## src/hw/rtl/lpbm_pkg.sv

```systemverilog
// Shared types and constants of the LRU page buffer manager.
// No dependencies; lpbm_if and the top level import this package.
package lpbm_pkg;

    localparam int CFG_W   = 7;
    localparam int KIND_W  = 2;
    localparam int FRAME_W = 6;

    localparam logic [KIND_W-1:0] KIND_WRITEBACK = 2'd0;
    localparam logic [KIND_W-1:0] KIND_FETCH     = 2'd1;
    localparam logic [KIND_W-1:0] KIND_DONE      = 2'd2;

    localparam logic CMD_READ  = 1'b0;
    localparam logic CMD_WRITE = 1'b1;

    // Division by five through a reciprocal: floor(x * 1639 / 8192) == x / 5 for x <= 2048.
    localparam int EVICT_MUL   = 1639;
    localparam int EVICT_SHIFT = 13;

endpackage

```

## src/hw/rtl/lpbm_if.sv

```systemverilog
// Request and result channels of the LRU page buffer manager.
// Depends on lpbm_pkg for field widths.
interface lpbm_req_if #(parameter int PAGE_ID_BITS = 32);
    import lpbm_pkg::*;
    logic                    valid;
    logic                    ready;
    logic                    command;
    logic [PAGE_ID_BITS-1:0] page_id;

    modport source (output valid, output command, output page_id, input ready);
    modport sink   (input valid, input command, input page_id, output ready);
endinterface

interface lpbm_res_if #(parameter int PAGE_ID_BITS = 32);
    import lpbm_pkg::*;
    logic                    valid;
    logic                    ready;
    logic [KIND_W-1:0]       kind;
    logic [PAGE_ID_BITS-1:0] out_page;
    logic [FRAME_W-1:0]      frame;
    logic                    hit;
    logic                    last;

    modport source (output valid, output kind, output out_page, output frame,
                    output hit, output last, input ready);
    modport sink   (input valid, input kind, input out_page, input frame,
                    input hit, input last, output ready);
endinterface

```

## src/hw/rtl/lpbm_ram.sv

```systemverilog
// Simple dual-port synchronous RAM, one write and one read port, registered read data.
// No dependencies.
module lpbm_ram #(
    parameter int WIDTH = 8,
    parameter int DEPTH = 64
) (
    input  logic                     clk,
    input  logic                     we,
    input  logic [$clog2(DEPTH)-1:0] waddr,
    input  logic [WIDTH-1:0]         wdata,
    input  logic [$clog2(DEPTH)-1:0] raddr,
    output logic [WIDTH-1:0]         rdata
);
    logic [WIDTH-1:0] mem [DEPTH];

    always_ff @(posedge clk)
    begin
        if (we)
        begin
            mem[waddr] <= wdata;
        end
        rdata <= mem[raddr];
    end
endmodule

```

## src/hw/rtl/lru_page_buffer_manager_top.sv

```systemverilog
// Top level of the LRU page buffer manager: control sequencer and state memories.
// Depends on lpbm_pkg, lpbm_if and lpbm_ram.
//
//  channel   | direction | moves one word of
//  ----------+-----------+-----------------------------------------------
//  req       | in        | command, page_id
//  res       | out       | kind, out_page, frame, hit, last
//  cfg_we    | in        | active_frames (write only, no handshake)
//
// A request scans the frame table, one frame a cycle, up to the matching or last active frame.
// A hit on the most recent frame then goes straight to the done word; any other hit first
// relinks the list (a read and two writes), then emits it. A miss evicts pages if the free FIFO
// is empty and then takes a free frame, in steps on the single ports of the memories.
// After reset and after every configuration write a clearing pass over all MAX_FRAMES frames
// runs, during which req.ready stays low. A stalled result is held in the output register; the
// next request is accepted while it waits, and the sequencer stalls only when it must emit.
module lru_page_buffer_manager_top #(
    parameter int MAX_FRAMES   = 64,
    parameter int PAGE_ID_BITS = 32
) (
    input  logic                        clk,
    input  logic                        rst_n,
    input  logic                        cfg_we,
    input  logic [lpbm_pkg::CFG_W-1:0]  cfg_wdata,
    lpbm_req_if.sink                    req,
    lpbm_res_if.source                  res
);
    import lpbm_pkg::*;

    localparam int FW = $clog2(MAX_FRAMES);
    localparam int AW = $clog2(MAX_FRAMES + 1);
    localparam int PB = PAGE_ID_BITS;

    typedef enum logic [3:0] {
        S_INIT, S_IDLE, S_SCAN, S_HIT_RD, S_HIT_W1, S_HIT_W2, S_MISS, S_MISS_F,
        S_EV_RD, S_EV_OUT, S_POP_RD, S_POP_W, S_DONE
    } state_t;

    state_t          state_reg, state_next;
    logic [AW-1:0]   active_reg, active_next;
    logic [AW-1:0]   evict_reg, evict_next;
    logic [FW-1:0]   idx_reg, idx_next;
    logic            cmd_reg, cmd_next;
    logic [PB-1:0]   page_reg, page_next;
    logic [FW-1:0]   scan_reg, scan_next;
    logic [FW-1:0]   chk_reg, chk_next;
    logic            pend_reg, pend_next;
    logic [FW-1:0]   frm_reg, frm_next;
    logic            hit_reg, hit_next;
    logic [FW-1:0]   head_reg, head_next;
    logic [FW-1:0]   tail_reg, tail_next;
    logic [AW-1:0]   len_reg, len_next;
    logic [FW-1:0]   rd_reg, rd_next;
    logic [AW-1:0]   count_reg, count_next;
    logic [AW-1:0]   evcnt_reg, evcnt_next;

    logic              ov_reg, ov_next;
    logic [KIND_W-1:0] okind_reg, okind_next;
    logic [PB-1:0]     opage_reg, opage_next;
    logic [FRAME_W-1:0] oframe_reg, oframe_next;
    logic              ohit_reg, ohit_next;
    logic              olast_reg, olast_next;

    logic          pg_we, nx_we, pv_we, ff_we;
    logic [FW-1:0] pg_waddr, nx_waddr, pv_waddr, ff_waddr;
    logic [PB:0]   pg_wdata, pg_rdata;
    logic [FW-1:0] nx_wdata, pv_wdata, ff_wdata;
    logic [FW-1:0] pg_raddr, lk_raddr;
    logic [FW-1:0] nx_rdata, pv_rdata, ff_rdata;

    logic              load_ok;
    logic              emit;
    logic [KIND_W-1:0] e_kind;
    logic [PB-1:0]     e_page;
    logic [FW-1:0]     e_frame;
    logic              e_hit;
    logic              e_last;

    logic [AW+12:0] ev_prod;
    logic [AW-1:0]  ev_quot;
    logic [AW:0]    push_sum;
    logic [FW-1:0]  push_addr;
    logic [FW-1:0]  rd_inc;
    logic [AW-1:0]  cfg_clamped;

    // Each frame table word is {used, page}.
    lpbm_ram #(.WIDTH(PB + 1), .DEPTH(MAX_FRAMES)) u_page_ram (
        .clk(clk), .we(pg_we), .waddr(pg_waddr), .wdata(pg_wdata),
        .raddr(pg_raddr), .rdata(pg_rdata));
    lpbm_ram #(.WIDTH(FW), .DEPTH(MAX_FRAMES)) u_next_ram (
        .clk(clk), .we(nx_we), .waddr(nx_waddr), .wdata(nx_wdata),
        .raddr(lk_raddr), .rdata(nx_rdata));
    lpbm_ram #(.WIDTH(FW), .DEPTH(MAX_FRAMES)) u_prev_ram (
        .clk(clk), .we(pv_we), .waddr(pv_waddr), .wdata(pv_wdata),
        .raddr(lk_raddr), .rdata(pv_rdata));
    lpbm_ram #(.WIDTH(FW), .DEPTH(MAX_FRAMES)) u_fifo_ram (
        .clk(clk), .we(ff_we), .waddr(ff_waddr), .wdata(ff_wdata),
        .raddr(rd_reg), .rdata(ff_rdata));

    assign ev_prod = (AW + 13)'(active_reg) * (AW + 13)'(EVICT_MUL);
    assign ev_quot = ev_prod[AW+12:EVICT_SHIFT];

    assign push_sum  = (AW + 1)'(rd_reg) + (AW + 1)'(count_reg);
    assign push_addr = (push_sum >= (AW + 1)'(MAX_FRAMES))
                       ? FW'(push_sum - (AW + 1)'(MAX_FRAMES)) : FW'(push_sum);
    assign rd_inc    = (rd_reg == FW'(MAX_FRAMES - 1)) ? '0 : rd_reg + 1'b1;

    always_comb
    begin
        if (cfg_wdata == '0)
        begin
            cfg_clamped = AW'(1);
        end
        else if (32'(cfg_wdata) > MAX_FRAMES)
        begin
            cfg_clamped = AW'(MAX_FRAMES);
        end
        else
        begin
            cfg_clamped = AW'(cfg_wdata);
        end
    end

    assign load_ok   = !ov_reg || res.ready;
    assign req.ready = (state_reg == S_IDLE);

    always_comb
    begin
        state_next  = state_reg;
        active_next = active_reg;
        evict_next  = evict_reg;
        idx_next    = idx_reg;
        cmd_next    = cmd_reg;
        page_next   = page_reg;
        scan_next   = scan_reg;
        chk_next    = chk_reg;
        pend_next   = pend_reg;
        frm_next    = frm_reg;
        hit_next    = hit_reg;
        head_next   = head_reg;
        tail_next   = tail_reg;
        len_next    = len_reg;
        rd_next     = rd_reg;
        count_next  = count_reg;
        evcnt_next  = evcnt_reg;

        pg_we = 1'b0; pg_waddr = tail_reg; pg_wdata = '0;
        nx_we = 1'b0; nx_waddr = frm_reg;  nx_wdata = head_reg;
        pv_we = 1'b0; pv_waddr = head_reg; pv_wdata = frm_reg;
        ff_we = 1'b0; ff_waddr = push_addr; ff_wdata = tail_reg;
        pg_raddr = (state_reg == S_SCAN) ? scan_reg : tail_reg;
        lk_raddr = (state_reg == S_HIT_RD) ? frm_reg : tail_reg;

        emit    = 1'b0;
        e_kind  = KIND_DONE;
        e_page  = page_reg;
        e_frame = frm_reg;
        e_hit   = 1'b0;
        e_last  = 1'b0;

        case (state_reg)
            S_INIT:
            begin
                pg_we    = 1'b1;
                pg_waddr = idx_reg;
                ff_we    = 1'b1;
                ff_waddr = idx_reg;
                ff_wdata = idx_reg;
                idx_next = idx_reg + 1'b1;
                if (idx_reg == FW'(MAX_FRAMES - 1))
                begin
                    state_next = S_IDLE;
                    rd_next    = '0;
                    count_next = active_reg;
                    len_next   = '0;
                    head_next  = '0;
                    tail_next  = '0;
                    evict_next = (ev_quot == '0) ? AW'(1) : ev_quot;
                end
            end
            S_IDLE:
            begin
                if (req.valid)
                begin
                    cmd_next   = req.command;
                    page_next  = req.page_id;
                    scan_next  = '0;
                    pend_next  = 1'b0;
                    state_next = S_SCAN;
                end
            end
            S_SCAN:
            begin
                if (pend_reg && pg_rdata[PB] && (pg_rdata[PB-1:0] == page_reg))
                begin
                    frm_next   = chk_reg;
                    hit_next   = 1'b1;
                    state_next = (chk_reg == head_reg) ? S_DONE : S_HIT_RD;
                end
                else if (pend_reg && (AW'(chk_reg) == active_reg - 1'b1))
                begin
                    hit_next   = 1'b0;
                    state_next = S_MISS;
                end
                else
                begin
                    chk_next  = scan_reg;
                    pend_next = 1'b1;
                    if (AW'(scan_reg) != active_reg - 1'b1)
                    begin
                        scan_next = scan_reg + 1'b1;
                    end
                end
            end
            S_HIT_RD:
            begin
                state_next = S_HIT_W1;
            end
            S_HIT_W1:
            begin
                // Unlink: the newer neighbor takes the older one as its next.
                nx_we    = 1'b1;
                nx_waddr = pv_rdata;
                nx_wdata = nx_rdata;
                if (frm_reg != tail_reg)
                begin
                    pv_we    = 1'b1;
                    pv_waddr = nx_rdata;
                    pv_wdata = pv_rdata;
                end
                else
                begin
                    tail_next = pv_rdata;
                end
                state_next = S_HIT_W2;
            end
            S_HIT_W2:
            begin
                nx_we      = 1'b1;
                pv_we      = 1'b1;
                head_next  = frm_reg;
                state_next = S_DONE;
            end
            S_MISS:
            begin
                state_next = S_MISS_F;
            end
            S_MISS_F:
            begin
                if (cmd_reg == CMD_READ)
                begin
                    emit    = load_ok;
                    e_kind  = KIND_FETCH;
                    e_frame = (count_reg != '0) ? ff_rdata : tail_reg;
                end
                if ((cmd_reg == CMD_WRITE) || load_ok)
                begin
                    if (count_reg == '0)
                    begin
                        evcnt_next = evict_reg;
                        state_next = S_EV_RD;
                    end
                    else
                    begin
                        state_next = S_POP_RD;
                    end
                end
            end
            S_EV_RD:
            begin
                state_next = S_EV_OUT;
            end
            S_EV_OUT:
            begin
                if (load_ok)
                begin
                    emit       = 1'b1;
                    e_kind     = KIND_WRITEBACK;
                    e_page     = pg_rdata[PB-1:0];
                    e_frame    = tail_reg;
                    pg_we      = 1'b1;
                    pg_wdata   = {1'b0, pg_rdata[PB-1:0]};
                    ff_we      = 1'b1;
                    count_next = count_reg + 1'b1;
                    tail_next  = pv_rdata;
                    len_next   = len_reg - 1'b1;
                    evcnt_next = evcnt_reg - 1'b1;
                    if ((evcnt_reg == AW'(1)) || (len_reg == AW'(1)))
                    begin
                        state_next = S_POP_RD;
                    end
                    else
                    begin
                        state_next = S_EV_RD;
                    end
                end
            end
            S_POP_RD:
            begin
                state_next = S_POP_W;
            end
            S_POP_W:
            begin
                pg_we      = 1'b1;
                pg_waddr   = ff_rdata;
                pg_wdata   = {1'b1, page_reg};
                rd_next    = rd_inc;
                count_next = count_reg - 1'b1;
                frm_next   = ff_rdata;
                head_next  = ff_rdata;
                len_next   = len_reg + 1'b1;
                if (len_reg == '0)
                begin
                    tail_next = ff_rdata;
                end
                else
                begin
                    nx_we    = 1'b1;
                    nx_waddr = ff_rdata;
                    pv_we    = 1'b1;
                    pv_wdata = ff_rdata;
                end
                state_next = S_DONE;
            end
            S_DONE:
            begin
                if (load_ok)
                begin
                    emit       = 1'b1;
                    e_hit      = hit_reg;
                    e_last     = 1'b1;
                    state_next = S_IDLE;
                end
            end
            default:
            begin
                state_next = S_INIT;
                idx_next   = '0;
            end
        endcase

        // A configuration write empties the pool and restarts the clearing pass.
        if (cfg_we)
        begin
            active_next = cfg_clamped;
            idx_next    = '0;
            state_next  = S_INIT;
        end

        ov_next     = ov_reg;
        okind_next  = okind_reg;
        opage_next  = opage_reg;
        oframe_next = oframe_reg;
        ohit_next   = ohit_reg;
        olast_next  = olast_reg;
        if (emit)
        begin
            ov_next     = 1'b1;
            okind_next  = e_kind;
            opage_next  = e_page;
            oframe_next = FRAME_W'(e_frame);
            ohit_next   = e_hit;
            olast_next  = e_last;
        end
        else if (res.ready)
        begin
            ov_next = 1'b0;
        end
    end

    always_ff @(posedge clk or negedge rst_n)
    begin
        if (!rst_n)
        begin
            state_reg  <= S_INIT;
            active_reg <= AW'(MAX_FRAMES);
            evict_reg  <= AW'(1);
            idx_reg    <= '0;
            pend_reg   <= 1'b0;
            head_reg   <= '0;
            tail_reg   <= '0;
            len_reg    <= '0;
            rd_reg     <= '0;
            count_reg  <= '0;
            evcnt_reg  <= '0;
            ov_reg     <= 1'b0;
        end
        else
        begin
            state_reg  <= state_next;
            active_reg <= active_next;
            evict_reg  <= evict_next;
            idx_reg    <= idx_next;
            pend_reg   <= pend_next;
            head_reg   <= head_next;
            tail_reg   <= tail_next;
            len_reg    <= len_next;
            rd_reg     <= rd_next;
            count_reg  <= count_next;
            evcnt_reg  <= evcnt_next;
            ov_reg     <= ov_next;
        end
    end

    always_ff @(posedge clk)
    begin
        cmd_reg    <= cmd_next;
        page_reg   <= page_next;
        scan_reg   <= scan_next;
        chk_reg    <= chk_next;
        frm_reg    <= frm_next;
        hit_reg    <= hit_next;
        okind_reg  <= okind_next;
        opage_reg  <= opage_next;
        oframe_reg <= oframe_next;
        ohit_reg   <= ohit_next;
        olast_reg  <= olast_next;
    end

    assign res.valid    = ov_reg;
    assign res.kind     = okind_reg;
    assign res.out_page = opage_reg;
    assign res.frame    = oframe_reg;
    assign res.hit      = ohit_reg;
    assign res.last     = olast_reg;

    // Every active frame is either on the LRU list or in the free FIFO between requests.
    a_frames_conserved: assert property (@(posedge clk) disable iff (!rst_n)
        (state_reg == S_IDLE) |->
        ((AW + 1)'(len_reg) + (AW + 1)'(count_reg) == (AW + 1)'(active_reg)))
        else $error("frame count lost between LRU list and free FIFO");

    a_evict_nonempty: assert property (@(posedge clk) disable iff (!rst_n)
        (state_reg == S_EV_OUT) |-> (len_reg != '0) && (count_reg != AW'(MAX_FRAMES)))
        else $error("eviction with an empty LRU list");

    a_hit_on_done: assert property (@(posedge clk) disable iff (!rst_n)
        (ov_reg && ohit_reg) |-> (okind_reg == KIND_DONE) && olast_reg)
        else $error("hit flag on a word that is not the done word");

    a_last_on_done: assert property (@(posedge clk) disable iff (!rst_n)
        (ov_reg && olast_reg) |-> (okind_reg == KIND_DONE))
        else $error("last flag on a word that is not the done word");

endmodule
```

## src/flat_wrapper.sv

```systemverilog
// flat-port wrapper written by rule: the top's interface ports become plain ports
module lru_page_buffer_manager_top_flat import lpbm_pkg::*;
#(
    parameter int MAX_FRAMES   = 64,
    parameter int PAGE_ID_BITS = 32
)
  (clk, rst_n, cfg_we, cfg_wdata, req_valid, req_command, req_page_id, req_ready, res_valid, res_kind, res_out_page, res_frame, res_hit, res_last, res_ready);
  lpbm_req_if #(.PAGE_ID_BITS(PAGE_ID_BITS)) req_i ();
  lpbm_res_if #(.PAGE_ID_BITS(PAGE_ID_BITS)) res_i ();
  input  logic clk;
  input  logic rst_n;
  input  logic cfg_we;
  input  logic [lpbm_pkg::CFG_W-1:0] cfg_wdata;
  input wire logic [$bits(req_i.valid)-1:0] req_valid;
  input wire logic [$bits(req_i.command)-1:0] req_command;
  input wire logic [$bits(req_i.page_id)-1:0] req_page_id;
  output wire logic [$bits(req_i.ready)-1:0] req_ready;
  output wire logic [$bits(res_i.valid)-1:0] res_valid;
  output wire logic [$bits(res_i.kind)-1:0] res_kind;
  output wire logic [$bits(res_i.out_page)-1:0] res_out_page;
  output wire logic [$bits(res_i.frame)-1:0] res_frame;
  output wire logic [$bits(res_i.hit)-1:0] res_hit;
  output wire logic [$bits(res_i.last)-1:0] res_last;
  input wire logic [$bits(res_i.ready)-1:0] res_ready;
  assign req_i.valid = req_valid;
  assign req_i.command = req_command;
  assign req_i.page_id = req_page_id;
  assign req_ready = req_i.ready;
  assign res_valid = res_i.valid;
  assign res_kind = res_i.kind;
  assign res_out_page = res_i.out_page;
  assign res_frame = res_i.frame;
  assign res_hit = res_i.hit;
  assign res_last = res_i.last;
  assign res_i.ready = res_ready;
  lru_page_buffer_manager_top #(.MAX_FRAMES(MAX_FRAMES), .PAGE_ID_BITS(PAGE_ID_BITS)) u_core (.clk(clk), .rst_n(rst_n), .cfg_we(cfg_we), .cfg_wdata(cfg_wdata), .req(req_i), .res(res_i));
endmodule
```

## config.mk

```make
export PLATFORM = sky130hd
export DESIGN_NAME = lru_page_buffer_manager_top_flat
export DESIGN_NICKNAME = d
export VERILOG_FILES = /design/src/hw/rtl/lpbm_pkg.sv /design/src/hw/rtl/lpbm_if.sv /design/src/hw/rtl/lpbm_ram.sv /design/src/hw/rtl/lru_page_buffer_manager_top.sv /design/src/flat_wrapper.sv
export SDC_FILE = /design/constraint.sdc
export NUM_CORES = 2
export LEC_CHECK = 0
export BUFFER_PORTS_ARGS = -buffer_cell sky130_fd_sc_hd__buf_2
export CAP_MARGIN = 15
export CELL_PAD_IN_SITES_DETAIL_PLACEMENT = 0
export CELL_PAD_IN_SITES_GLOBAL_PLACEMENT = 1
export CORE_MARGIN = 5
export CORE_UTILIZATION = 50
export CTS_BUF_LIST = sky130_fd_sc_hd__clkbuf_2 sky130_fd_sc_hd__clkbuf_4 sky130_fd_sc_hd__clkbuf_8
export CTS_CLUSTER_DIAMETER = 120
export DETAILED_ROUTE_END_ITERATION = 6
export GPL_TIMING_DRIVEN = 0
export HOLD_SLACK_MARGIN = 0.03
export PLACE_DENSITY = 0.77
export REMOVE_ABC_BUFFERS = 1
export SLEW_MARGIN = 20
export SYNTH_ARGS = -nofsm -noshare
export SYNTH_HDL_FRONTEND = slang
export SYNTH_SLANG_ARGS = --single-unit
```

## constraint.sdc

```tcl
create_clock -name clk -period 6.86 [get_ports clk]
set_input_delay 1.715 -clock clk [delete_from_list [all_inputs] [get_ports clk]]
set_output_delay 1.715 -clock clk [all_outputs]
set_load 0.01 [all_outputs]
```

### Word level (Yosys, flattened, before mapping)

Memories as Yosys holds them, arrays and structs flattened. A register that Yosys moved wholly into a read port is not among the register bits.
Cells that the tools add are included.

| storage, ports and cells | value |
|---|---|
| register bits | 159 |
| bits in latches | 0 |
| RAM bits | 3264 |
| ROM bits | 0 |
| output and inout bits | 44 |
| logic and storage cells | 213 |
| memories kept | 4 |

Memory list:

| name | words | bits a word | rd ports | clocked after Yosys merged registers in | write ports | line | source |
|---|---|---|---|---|---|---|---|
| u_core.u_page_ram.mem | 64 | 33 | 1 | 1 | 1 | lpbm_ram.sv:14 | `logic [WIDTH-1:0] mem [DEPTH];` |
| u_core.u_fifo_ram.mem | 64 | 6 | 1 | 1 | 1 | lpbm_ram.sv:14 |  |
| u_core.u_next_ram.mem | 64 | 6 | 1 | 1 | 1 | lpbm_ram.sv:14 |  |
| u_core.u_prev_ram.mem | 64 | 6 | 1 | 1 | 1 | lpbm_ram.sv:14 |  |

| operators by class | value |
|---|---|
| add/sub/neg operators | 11 |
| multipliers | 1 |
| div/mod/pow operators | 0 |
| order comparisons | 2 |
| equal/unequal tests | 39 |
| shift-type cells | 0 |
| muxes and demuxes | 90 |
| bitwise logic cells | 2 |
| reduce and logical (&&, ||, !) cells | 41 |

Operators with widths:

| kind | number |
|---|---|
| $mux W6 | 24 |
| $mux W32 | 3 |
| $pmux W6 S2 | 8 |
| $pmux W33 S2 | 1 |
| $mux W7 | 9 |
| $pmux W4 S12 | 1 |
| $pmux W7 S3 | 2 |
| $mux W4 | 9 |
| $eq A32 B32 Y1 | 1 |
| $logic_not A7 Y1 | 4 |
| $sub A7 B1 Y7 const B | 4 |
| $pmux W6 S4 | 1 |
| $eq A4 B4 Y1 const B | 5 |
| $add A6 B1 Y6 const B | 3 |
| $mul A7 B11 Y18 const B | 1 |
| $mux W1 | 18 |
| $pmux W6 S3 | 1 |
| $eq A4 B3 Y1 const B | 4 |
| $add A7 B1 Y7 const B | 2 |
| $eq A7 B1 Y1 const B | 2 |
| $pmux W7 S2 | 1 |
| $reduce_and A2 Y1 | 7 |
| $eq A6 B6 Y1 const B | 2 |
| $ne A2 B1 Y1 const B | 6 |
| other kinds (34) | 67 |

### Longest topological paths before layout

| logic depth | value |
|---|---|
| depth in word-level cells | 7 |
| mapped depth | 16 |

### Modules after synthesis

Synthesis repeated with hierarchy kept, for this count alone.

| unflattened totals | value |
|---|---|
| cells, all modules | 6909 |
| area total of the unflattened synthesis | 137230.4 µm² |

By module, submodules not included:

| module | instances | cells an instance | area an instance (µm²) | sequential area each (µm²) |
|---|---|---|---|---|
| lpbm_ram at u_core.u_page_ram | 1 | 3598 | 81192.9 | 64081.5 |
| lpbm_ram at u_core.u_next_ram ... | 2 | 720 | 15225.9 | 11651.2 |
| lpbm_ram at u_core.u_fifo_ram | 1 | 727 | 15177.1 | 11651.2 |
| lru_page_buffer_manager_top | 1 | 1144 | 10408.7 | 4401.7 |

### Least setup slack after synthesis

No wires, ideal clock.

| timing path | value |
|---|---|
| kind | register to register |
| from | reg u_core.state_reg[2] |
| to | mem u_core.u_page_ram.mem[16][0] (netlist bit) (enable) |
| arrival time | 4.728 ns |
| required time | 6.437 ns |
| slack | 1.709 ns |
| stages on the path, launching flop included | 12 |
| buffers on the path | 2 |
| period minus slack after synthesis | 5.151 ns |
| path through | dfrtp_1 -> inv_1 -> ha_1 -> buf_2 -> or3b_2 -> buf_2 -> nand2_1 -> nand2_1 -> o21ai_0 -> a21boi_0 -> nand2_1 -> nor2_1 |

| on the way | value |
|---|---|
| longest elaborated chain between the ends | 5 |
| elaborated cells between the ends (all ways) | 8 |
| classes of those cells | eq/ne (2); mux (4); reduce/logical (2) |

RTL lines:

| item | line | source |
|---|---|---|
| from (decl) | lru_page_buffer_manager_top.sv:39 | `state_t state_reg, state_next;` |
| from (signal assigned) | lru_page_buffer_manager_top.sv:390 | `state_reg <= state_next;` |
| $eq A4 B4 Y1 or $logic_not A4 Y1 (tied branches) | lru_page_buffer_manager_top.sv:161 | `case (state_reg)` |
| $reduce_or A2 Y1 (no source line) | n/a |  |
| $pmux W1 S2 | lru_page_buffer_manager_top.sv:161 |  |
| $mux W1 | lpbm_ram.sv:18 | `if (we)` |
| $mux W1 (not written as such) | lpbm_ram.sv:20 | `mem[waddr] <= wdata;` |
| to (decl) | lpbm_ram.sv:14 |  |

Several ways; a longest one is shown, not always the timed one.

### Worst setup path after layout

| timing path | value |
|---|---|
| from | reg u_core.state_reg[1] |
| to | mem u_core.u_page_ram.mem[18][23] (netlist bit) (enable) |

The elaborated chain is that of the path after synthesis.

==> flow_summary.ini <==
[clocking]
clock-root-buffer = clkbuf_8
cts.clk_slew.worst_paths_ns = 0.06
clk_path_buf_depth = 4
cts_hold_buf = 0
post-cts-setup-buffers = 0
cts_buffers = 563
htreeDepth = 6
cts_resized = 0
clk_latency_ns = 1.21
clock-sinks = 3472
cts_tree = yes

[yosys]
postSynthAreaPerCell_um2 = 15.5
synth_top_area_share_pct = 71.9
synth_cell_types = 91
ys_warn_count = 0
synth-seq-area-share_pct = 73.7
yosys.area.top_type = edfxtp_1
synth-edff-count = 3358
syn-cell-area_um2 = 140000
synthCells = 9074
synthArstFlopShare_pct = 1.81
synthTopCellsByArea = edfxtp_1 72%, nand2_1 4.4%, mux4_2 4.1%
synth_seq_cells = 3472
synth-main-ff-cell = edfxtp_1

[route]
totalWireLength_mm = 424
viasPerCell = 6.31
drtAntennaViolNets = 0
num_vias = 86900
wire_per_inst_um = 30.8
drcViolationCount = 10
drtPass1Iterations = 7
drt_iter0_drc = 12500

[status]
failed_checks = DRC
status = finished, violations left

[worst_setup_path]
crit_end = u_core.u_page_ram.mem[18][23]
arrival_ns = 7.37
r2r-end = u_core.u_page_ram.mem[18][23]
path_max_fanout = 44
worstPathRequired_ns = 7.72
crit_path_start_kind = flop
critical_path.startpoint = u_core.state_reg[1]
r2r_start = u_core.state_reg[1]
worst-r2r-cell-count = 8
criticalPathCategory = flop to flop
endpoint_kind = flop
r2r_slack_ns = 0.36

[global_route]
antenna_found_initial = 14
grt_max_degree = 101
grt_overflow_total = 0
gr-max-usage-layer = met2
grt_usage_pct = 28.4
grt_pass1_wl_mm = 600
grt_pass1_vias = 84800
met2_usage_pct = 44.4
use_met3_pct = 6.75
grt_use_met1_pct = 37.8

[timing]
setup_viol = 0
max_freq_mhz = 154
finClkSkew_ns = 0.0979
tns_ns = 0
hold_violations = 0
tightest_slew_ns = 1.15
fin_crit_sh_pct = 94.8
whs_ns = 0.434
slew_viol_final = 0
period_minus_slack_ns = 6.50
grt_setup_unrepaired = false
slew-limit-headroom_pct = 23.0
fin_ws_ns = 0.357

[cells_and_area]
multiInputGateArea_um2 = 34800
seqCellArea_um2 = 103000
post-route-util_pct = 58.9
nFillCells = 20300
nets = 9720
drive_gt1_share_pct = 18.8
top_register = u_core.u_page_ram.mem
largest_register_ffs = 2112
syn_to_final_growth_pct = 17.3
finish.instance_area_um2 = 164000

[floorplanning]
start_util_pct = 50.2
boundaryPins = 89
die_area_um2 = 291000
core_area_um2 = 279000
die_w_um = 540
rows = 194
chipHeight_um = 540

[flow_run]
drv_cap = 0

[pwr]
swShare_pct = 25.5
switching_power_mw = 12.1
power_frac_seq_pct = 51.7
power_frac_comb_pct = 10.0
p_int_mw = 35.2
vdd_drop_max_v = 0.000194
share_clk_of_total_power_pct = 38.3
p_leak_nw = 56.2
power_density_nw_per_um2 = 287

[placed_design]
gp_congestion = 0.827
place_hpwl_mm = 279
placed_area_um2 = 153000
io_buffers = 88
dp_slack_ns = 0.593

[min_path]
hp-class = input pin to async pin
[cell usage after synthesis, types with 49 or more instances]
library cell / n
buf_2: 181
nor2_1: 358
edfxtp_1: 3358
o22ai_1: 53
a22oi_1: 55
dfxtp_1: 51
and3_1: 61
dfrtp_1: 61
nand4_1: 68
mux4_2: 256
nand2_1: 1659
clkbuf_1: 216
o21ai_0: 129
mux2i_1: 519
a211oi_1: 174
ha_1: 74
a21oi_1: 194
a31oi_1: 70
nand3_1: 467
buf_1: 52
inv_1: 116
a221oi_1: 49
a311oi_1: 85
[layer usage]
| metal | part of all wire [%] | vias to the layer above |
|---|---|---|
| met2 | 46 | 5760 |
| li1 | - | 36200 |
| met4 | 5.5 | 10 |
| met1 | 36 | 43700 |
| met5 | 0.014 | - |
| met3 | 12 | 1145 |
[how the worst min path moves through the flow]
| stage | from | to | slack [ns] |
|---|---|---|---|
| after floorplan | u_core.evcnt_reg[6] | u_core.evcnt_reg[6] | 0.44 |
| after global placement | u_core.evcnt_reg[6] | u_core.evcnt_reg[6] | 0.46 |
| after detailed placement | u_core.evict_reg[3] | u_core.evict_reg[3] | 0.47 |
| after CTS | rst_n | u_core.active_reg[0] | 0.34 |
| after global routing | rst_n | u_core.active_reg[3] | 0.40 |
| final | rst_n | u_core.active_reg[1] | 0.43 |
[worst max-delay path: stages, from the launching register on]
cell and delay [ns]:
dfrtp_1 0.98, nand3_1 1.05, clkinv_4 0.73, nor2_1 0.33, a221oi_1 0.87, nand3b_1 0.87, nor2_4 0.88, buf_16 0.26
buf_16 0.18
[stage by stage]
stage,cells,total power [mW]
after floorplan,8542,27.2
after detailed placement,12700,29.4
after CTS,13800,47.3
final,13800,47.2
after global routing,13800,48.6
after global placement,12400,29.3
[kinds of logic (layout without fill, tap and decap cells)]
kind of cell | count (synthesis) | count (layout) | share of synthesized area (%)
muxes | 818 | 818 | 8.16
buffers and inverters | 649 | 1617 | 2.26
adders and majority gates | 89 | 89 | 0.874
and+or+nand+nor | 2839 | 2839 | 8.69
xor gates and xnor gates | 75 | 75 | 0.478
DFF | 3472 | 3472 | 73.7
other | 0 | 5 | 0
AOI/OAI and AO/OA | 1132 | 1132 | 5.79
[layout make-up]
class                   instances  area share [%]
diodes                          5         0.00761
flip-flops and latches       3472            62.9
well taps                    3724            2.83
multi-input cells            4953            21.1
clock inverters               209           0.959
repair buffers                479            5.92
clock buffers                 812            5.98
inverters                     117           0.270
[layout by cell type (no fill, tap or decap), types with 40 or more instances in the layout]
cell       netlist  layout
o21ai_0        129     128
a311oi_1        85      85
edfxtp_1      3358    3358
nand2_1       1659    1615
dfxtp_1         51      51
a221oi_1        49      49
a31oi_1         70      70
o22ai_1         53      53
a21oi_1        194     191
nor2_1         358     280
mux2i_1        519     507
a22oi_1         55      55
clkinv_1         1     104
a211oi_1       174     173
clkbuf_4         0     214
inv_1          116     116
clkbuf_8         0     598
nand4_1         68      68
o221ai_1        40      40
dfrtp_1         61      55
xnor2_1         43      41
mux4_2         256     256
buf_16           0     227
nor2_4           0      72
buf_2          181      87
buf_12           2     128
o2111ai_1       43      43
and3_1          61      60
ha_1            74      74
nand3_1        467     467
[power by group through the flow]
stage | combinational [mW] | clock, mW | sequential [mW]
2_1_floorplan | 2.49 | 0 | 24.7
3_3_place_gp | 4.44 | 0 | 24.9
3_5_place_dp | 4.58 | 0 | 24.8
4_1_cts | 4.61 | 18.3 | 24.4
5_1_grt | 4.87 | 19.3 | 24.4
6_report | 4.70 | 18.1 | 24.4
(Power assumes the default switching activity.)
